<file path="src/hw/rtl/apvt_pkg.sv">
// Shared types and constants for the affine point/vector transform.
package apvt_pkg;

    // Field widths
    localparam int COL_W     = 48;
    localparam int COMP_W    = 16;
    localparam int COORD_W   = 32;
    localparam int CFG_IDX_W = 3;
    localparam int FRAC_SH   = 12;

    // Datapath widths: 16x32 product, sum of three, shifted, plus offset
    localparam int PROD_W = COMP_W + COORD_W;
    localparam int SUM_W  = PROD_W + 2;
    localparam int SHR_W  = SUM_W - FRAC_SH;
    localparam int TOT_W  = SHR_W + 1;

    // Register indexes
    localparam logic [CFG_IDX_W-1:0] REG_RIGHT = 3'd0;
    localparam logic [CFG_IDX_W-1:0] REG_UP    = 3'd1;
    localparam logic [CFG_IDX_W-1:0] REG_AT    = 3'd2;
    localparam logic [CFG_IDX_W-1:0] REG_OFS_X = 3'd3;
    localparam logic [CFG_IDX_W-1:0] REG_OFS_Y = 3'd4;
    localparam logic [CFG_IDX_W-1:0] REG_OFS_Z = 3'd5;

    // Reset values: identity matrix (1.0 in Q3.12 on the diagonal)
    localparam logic [COL_W-1:0] RIGHT_RST = 48'h0000_0000_1000;
    localparam logic [COL_W-1:0] UP_RST    = 48'h0000_1000_0000;
    localparam logic [COL_W-1:0] AT_RST    = 48'h1000_0000_0000;

    // Saturation limits
    localparam logic [COORD_W-1:0] COORD_MAX = 32'h7FFF_FFFF;
    localparam logic [COORD_W-1:0] COORD_MIN = 32'h8000_0000;

    // Per-stage load enables handed to the lanes
    typedef struct packed {
        logic en1;
        logic en2;
        logic en3;
    } t_pipe_ctl;

endpackage

</file>
<file path="src/hw/rtl/apvt_lane.sv">
// One output row: three products, floor shift, translation and saturation.
module apvt_lane (
    input  logic                                  i_clk,
    input  apvt_pkg::t_pipe_ctl                   i_ctl,
    input  logic signed [apvt_pkg::COMP_W-1:0]    i_cr,
    input  logic signed [apvt_pkg::COMP_W-1:0]    i_cu,
    input  logic signed [apvt_pkg::COMP_W-1:0]    i_ca,
    input  logic signed [apvt_pkg::COORD_W-1:0]   i_ofs,
    input  logic                                  i_point,
    input  logic signed [apvt_pkg::COORD_W-1:0]   i_x,
    input  logic signed [apvt_pkg::COORD_W-1:0]   i_y,
    input  logic signed [apvt_pkg::COORD_W-1:0]   i_z,
    output logic signed [apvt_pkg::COORD_W-1:0]   o_res,
    output logic                                  o_clip
);

    logic signed [apvt_pkg::PROD_W-1:0]  r_px, r_py, r_pz;
    logic signed [apvt_pkg::SUM_W-1:0]   n_sum;
    logic signed [apvt_pkg::SHR_W-1:0]   r_sh;
    logic signed [apvt_pkg::TOT_W-1:0]   n_tot;
    logic signed [apvt_pkg::TOT_W-1:0]   n_ofs;
    logic                                n_fits;
    logic signed [apvt_pkg::COORD_W-1:0] n_res;

    // Stage 1: exact products
    always_ff @(posedge i_clk) begin
        if (i_ctl.en1) begin
            r_px <= i_cr * i_x;
            r_py <= i_cu * i_y;
            r_pz <= i_ca * i_z;
        end
    end

    // Stage 2: sum and arithmetic shift (floor)
    assign n_sum = apvt_pkg::SUM_W'(r_px) + apvt_pkg::SUM_W'(r_py) + apvt_pkg::SUM_W'(r_pz);

    always_ff @(posedge i_clk) begin
        if (i_ctl.en2) begin
            r_sh <= apvt_pkg::SHR_W'(n_sum >>> apvt_pkg::FRAC_SH);
        end
    end

    // Stage 3: translation, then clamp to 32 bits
    assign n_ofs  = i_point ? apvt_pkg::TOT_W'(i_ofs) : '0;
    assign n_tot  = apvt_pkg::TOT_W'(r_sh) + n_ofs;
    // fits when all bits above the sign bit of the 32-bit result agree with it
    assign n_fits = (n_tot[apvt_pkg::TOT_W-1:apvt_pkg::COORD_W-1] == '0) ||
                    (n_tot[apvt_pkg::TOT_W-1:apvt_pkg::COORD_W-1] == '1);
    assign n_res  = n_fits ? n_tot[apvt_pkg::COORD_W-1:0] :
                    (n_tot[apvt_pkg::TOT_W-1] ? apvt_pkg::COORD_MIN : apvt_pkg::COORD_MAX);

    always_ff @(posedge i_clk) begin
        if (i_ctl.en3) begin
            o_res  <= n_res;
            o_clip <= !n_fits;
        end
    end

endmodule

</file>
<file path="config.mk">
export PLATFORM = sky130hd
export DESIGN_NAME = apvt_lane
export DESIGN_NICKNAME = d
export VERILOG_FILES = /design/src/hw/rtl/apvt_pkg.sv /design/src/hw/rtl/apvt_lane.sv
export SDC_FILE = /design/constraint.sdc
export NUM_CORES = 2
export LEC_CHECK = 0
export BUFFER_PORTS_ARGS = -buffer_cell sky130_fd_sc_hd__buf_2
export CORE_UTILIZATION = 41
export DETAILED_ROUTE_END_ITERATION = 16
export GPL_TIMING_DRIVEN = 0
export PLACE_DENSITY = 0.67
export SKIP_LAST_GASP = 1
export SLEW_MARGIN = 0
export SYNTH_ARGS = -nofsm -noshare
export SYNTH_HDL_FRONTEND = slang
export SYNTH_SLANG_ARGS = --single-unit
</file>
<file path="constraint.sdc">
create_clock -name i_clk -period 6.66 [get_ports i_clk]
set_input_delay 0 -clock i_clk [delete_from_list [all_inputs] [get_ports i_clk]]
set_output_delay 0 -clock i_clk [all_outputs]
set_load 0.1 [all_outputs]
</file>
**Word level (Yosys, flattened, before mapping)**

Index checks and enable logic that the tools add are counted.

- Register bits: 215
- Bits in latches: 0
- Bits in writable memories: 0
- Bits in read-only memories: 0
- Bits of input ports: 181
- Output and inout port bits: 33
- Logic and storage cells: 19
- Memories: 0

- Add/sub/neg operators: 3
- Multiply operators: 3
- Div/mod/pow operators: 0
- Order comparisons: 0
- Eq/ne operators: 1
- Shifts and indexed selects: 0
- Multiplexer cells: 3
- Bitwise operators: 0
- Reductions and logical operators: 3

Operators with widths:

| operator | number |
|---|---|
| 16-bit by 32-bit multiplier with 48-bit output | 3 |
| 32-bit two-way mux | 2 |
| 49-bit by 48-bit adder with 50-bit output | 1 |
| 48-bit by 48-bit adder with 49-bit output | 1 |
| 38-bit by 39-bit adder with 39-bit output | 1 |
| 39-bit two-way mux | 1 |
| 8-bit == test, second input constant | 1 |
| 8-bit zero test | 1 |
| 1-bit zero test | 1 |
| 1-bit logical OR | 1 |

**Longest topological paths before layout**

- Word-level depth: 5
- Mapped depth: 26
- Depth with buffers taken out: 25

**Least setup slack after synthesis**

Ideal clock, no wire load.

- Path kind: input to register
- Start point: in i_z[12] in the netlist's numbering
- End point: reg r_pz[44] in the netlist's numbering, data pin
- Setup time: 262 ps
- Arrival time: 6104 ps
- Required time: 6398 ps
- Setup slack: 294 ps
- Cell stages on the path: 22
- Buffers on the path: 1
- Cells stage by stage: clkbuf_1 -> nand2_1 -> fa_1 -> fa_1 -> fa_1 -> inv_1 -> fa_1 -> fa_1 -> inv_1 -> fa_1 -> inv_1 -> ha_1 -> a21oi_1 -> o21ai_1 -> nor2b_1 -> or4_1 -> or3b_1 -> a221oi_2 -> a21oi_1 -> a2111oi_0 -> o21bai_1 -> xor2_1

- Longest elaborated chain between the ends: 1

RTL lines:

| what | RTL line | text |
|---|---|---|
| start, declared | apvt_lane.sv:12 | `input logic signed [apvt_pkg::COORD_W-1:0] i_z,` |
| 16-bit by 32-bit multiplier with 48-bit output | apvt_lane.sv:30 | `r_pz <= i_ca * i_z;` |
| end signal, assigned | apvt_lane.sv:30 |  |
| end, declared | apvt_lane.sv:17 | `logic signed [apvt_pkg::PROD_W-1:0] r_px, r_py, r_pz;` |

Every way passes these cells.
A chain may end at the register's enable or synchronous reset.

**Final worst setup path**

- Start point: in i_cu[9] in the netlist's numbering
- End point: reg r_py[43] in the netlist's numbering, data pin

- Longest elaborated chain between the ends: 1

RTL lines:

| what | RTL line | text |
|---|---|---|
| start, declared | apvt_lane.sv:6 | `input logic signed [apvt_pkg::COMP_W-1:0] i_cu,` |
| 16-bit by 32-bit multiplier with 48-bit output | apvt_lane.sv:29 | `r_py <= i_cu * i_y;` |
| end signal, assigned | apvt_lane.sv:29 |  |
| end, declared | apvt_lane.sv:17 |  |

Every way passes these cells.

==> impl_metrics.tcl <==
set metrics [dict create \
    status "finished, final reports clean" \
    reg2regPathDepth 12 \
    syn_nets 9057 \
    ys_types 75 \
    grt_pass1_vias 51400 \
    crit_start "i_cu[9]" \
    core.rowCount 145 \
    endpoint_kind "flop" \
    netlist_area_mm2 0.0650 \
    synth-edff-count 215 \
    drv_slew 0 \
    synth_compound_area_frac 0.0629 \
    synth_top_cell_by_area "fa_1" \
    cts_tree "yes" \
    clk_latency_ns 0.53 \
    synth_area_leaders "fa_1 (46%), edfxtp_1 (9.9%), inv_1 (9.6%)" \
    yosysSeqAreaShare 0.0993 \
    worst_setup_path_start_kind "primary input" \
    synth_ff_type "edfxtp_1" \
    ioPinCount 214 \
    htree_num_levels 1 \
    synth-simple-area-share 0.150 \
    ys_ff_latch 215 \
    layout-drive-gt1-share 0.0736 \
    grt_pass1_wl_mm 293 \
    crit_fanout 10 \
    dp_slack_ns -1.33 \
    first_iter_violations 3360 \
    initial_core_util 0.415 \
    worst_pin_slew_ns 1.07 \
    synthMuxAreaShare 0.000327 \
    min_period_over_period 0.978 \
    fill_cells 15200 \
    slew_headroom 0.278 \
    period_needed_ns 6.52 \
    die_area_mm2 0.160 \
    arrival_ns 6.81 \
    synth_top_family_by_area "adder cells" \
    post-route-drc-count 0 \
    layout_common_cells "inv_1 (1664), fa_1 (1506), nand2_1 (926), and2_1 (652), ha_1 (426)" \
    synth_top_area_frac 0.464 \
    hpwl_mm 161 \
    synth_adder_area_share 0.546 \
    synthArstFlopShare 0 \
    grt_use_total 0.239 \
    core-area_mm2 0.157 \
    die_x_um 400 \
    cts-root-buf "clkbuf_16" \
    final_common_cell "inv_1" \
    syn_area_per_cell_um2 9.36 \
    area_delta_synth_final_pct 7.64 \
    hp-class "in2reg" \
    cts.path.max_buffers 3 \
    routedWlPerCell_um 20.0 \
    setup_tns_ns 0 \
    crit_required_ns 6.96 \
    grt_max_degree 84 \
    gp_routability_congestion 0.963 \
    critical_path_class "in2reg" \
    routed_wl_mm 185 \
    synthCells 6942 \
    setup_viol 0 \
    ant_nets 0 \
    die_h_um 400 \
    nNetsFinal 9290 \
    r2r_slack_ns 1.68 \
    endpoint "r_py[43]$_DFFE_PP_" \
    r2r_start "r_px[11]$_DFFE_PP_" \
    overflow 0 \
    vias_per_cell 5.15 \
    setup_ws_ns 0.144 \
    finalHoldViolCount 0 \
    drv_cap 0 \
    synth_xor_xnor_area_share 0.0291 \
    clkSinkCount 215 \
    r2r-end "r_sh[36]$_DFFE_PP_" \
    drt-pass1-iter-count 6 \
    rsz0062_at_grt "true" \
    fin_skew_ns 0.0133 \
    place_area_mm2 0.0687 \
    yosysWarnings 0 \
    portBuffers 213 \
    num_vias 47700 \
    cts-buffers-inserted 23 \
    max_freq_ghz 0.153 \
    stdcell_area_mm2 0.0700 \
    path_clk_slew_ns 0.06 \
    antenna_found_initial 12 \
]
## synth_stat cells, types with 40 or more instances
cell type and number:
a21o_1 100, a21oi_1 199, and2_1 652, clkbuf_1 257, edfxtp_1 215, fa_1 1506
ha_1 428, inv_1 1664, nand2_1 926, nand2b_1 46, nand3_1 40, nor2_1 185
o21ai_0 103, xnor2_1 149, xor2_1 67
## cell type report
class / instances / area [um^2] / area share
Multi-Input combinational cell: 4787 / 51400 / 0.734
Timing Repair Buffer: 222 / 1180 / 0.0168
Sequential cell: 215 / 6460 / 0.0923
Antenna cell: 2 / 5.00 / 0.0000715
Inverter: 1667 / 6260 / 0.0895
Clock inverter: 19 / 168 / 0.00240
Clock buffer: 23 / 576 / 0.00823
Buffer: 259 / 1370 / 0.0196
Tap cell: 2058 / 2570 / 0.0368
## timing repair
| action | 4_1_cts | 5_1_grt |
|---|---|---|
| setup endpoints to repair | 31 | 25 |
| endpoints found under the hold margin | 2 | 0 |
| gates resized for setup | 172 | 220 |
| hold buffers | 3 | 0 |
| pin swaps | 2 | 9 |
| setup buffers | 0 | 5 |
## cells by family after synthesis
family | count (synthesis)
mux | 2
fa+ha+maj | 1934
buf+inv | 1940
xor+xnor | 216
simple gates | 2008
flops | 215
compound gates | 627
## registers in the layout (all words and copies together) (netlist names)
signal	cells
o_clip	1
r_px	48
o_res	32
r_pz	48
r_py	48
r_sh	38
## through the flow
stage | hold slack, ns | cells | util
6_report | 0.00105 | 9252 | 0.446
5_1_grt | 0.0385 | 9250 | 0.446
4_1_cts | 0.00333 | 9250 | 0.445
3_5_place_dp | 0.500 | 9214 | 0.438
3_3_place_gp | 0.512 | 9213 | 0.438
2_1_floorplan | 0.112 | 6942 | -
## worst min-delay path by stage
| stage | start | to | cells after the start |
|---|---|---|---|
| after floorplan | i_ctl[0] | o_clip$_DFFE_PP_ | 0 |
| after global placement | i_cu[0] | r_py[0]$_DFFE_PP_ | 2 |
| after detailed placement | i_cu[0] | r_py[0]$_DFFE_PP_ | 2 |
| after CTS | i_z[0] | r_pz[0]$_DFFE_PP_ | 2 |
| after global routing | i_x[0] | r_px[0]$_DFFE_PP_ | 2 |
| final | i_ctl[2] | r_px[15]$_DFFE_PP_ | 1 |
## per-layer routing
layer	wire length (um)	global-route usage	up-vias	part of all wire
met3	11800	0.0254	323	0.064
met2	89000	0.401	1650	0.48
met1	76500	0.322	24500	0.41
met5	18	0	-	0.000097
li1	-	-	21200	-
met4	7900	0.0837	4	0.043
## critical path: stages
cell	delay, ns
buf_2	0.26
buf_2	0.35
nand2_1	0.11
fa_1	0.52
inv_1	0.06
fa_1	0.49
fa_1	0.61
fa_1	0.45
fa_1	0.50
inv_1	0.05
fa_1	0.55
inv_1	0.06
ha_1	0.34
a21o_1	0.17
a21o_1	0.18
a211oi_1	0.29
o21ai_0	0.12
a221o_1	0.39
o21ai_2	0.23
a21oi_2	0.15
a311oi_4	0.39
o21ai_0	0.18
xnor2_1	0.35
Power is left out: the tool's default activity adds up to more than one toggle a clock period on the data nets, which glitch-free logic cannot reach.
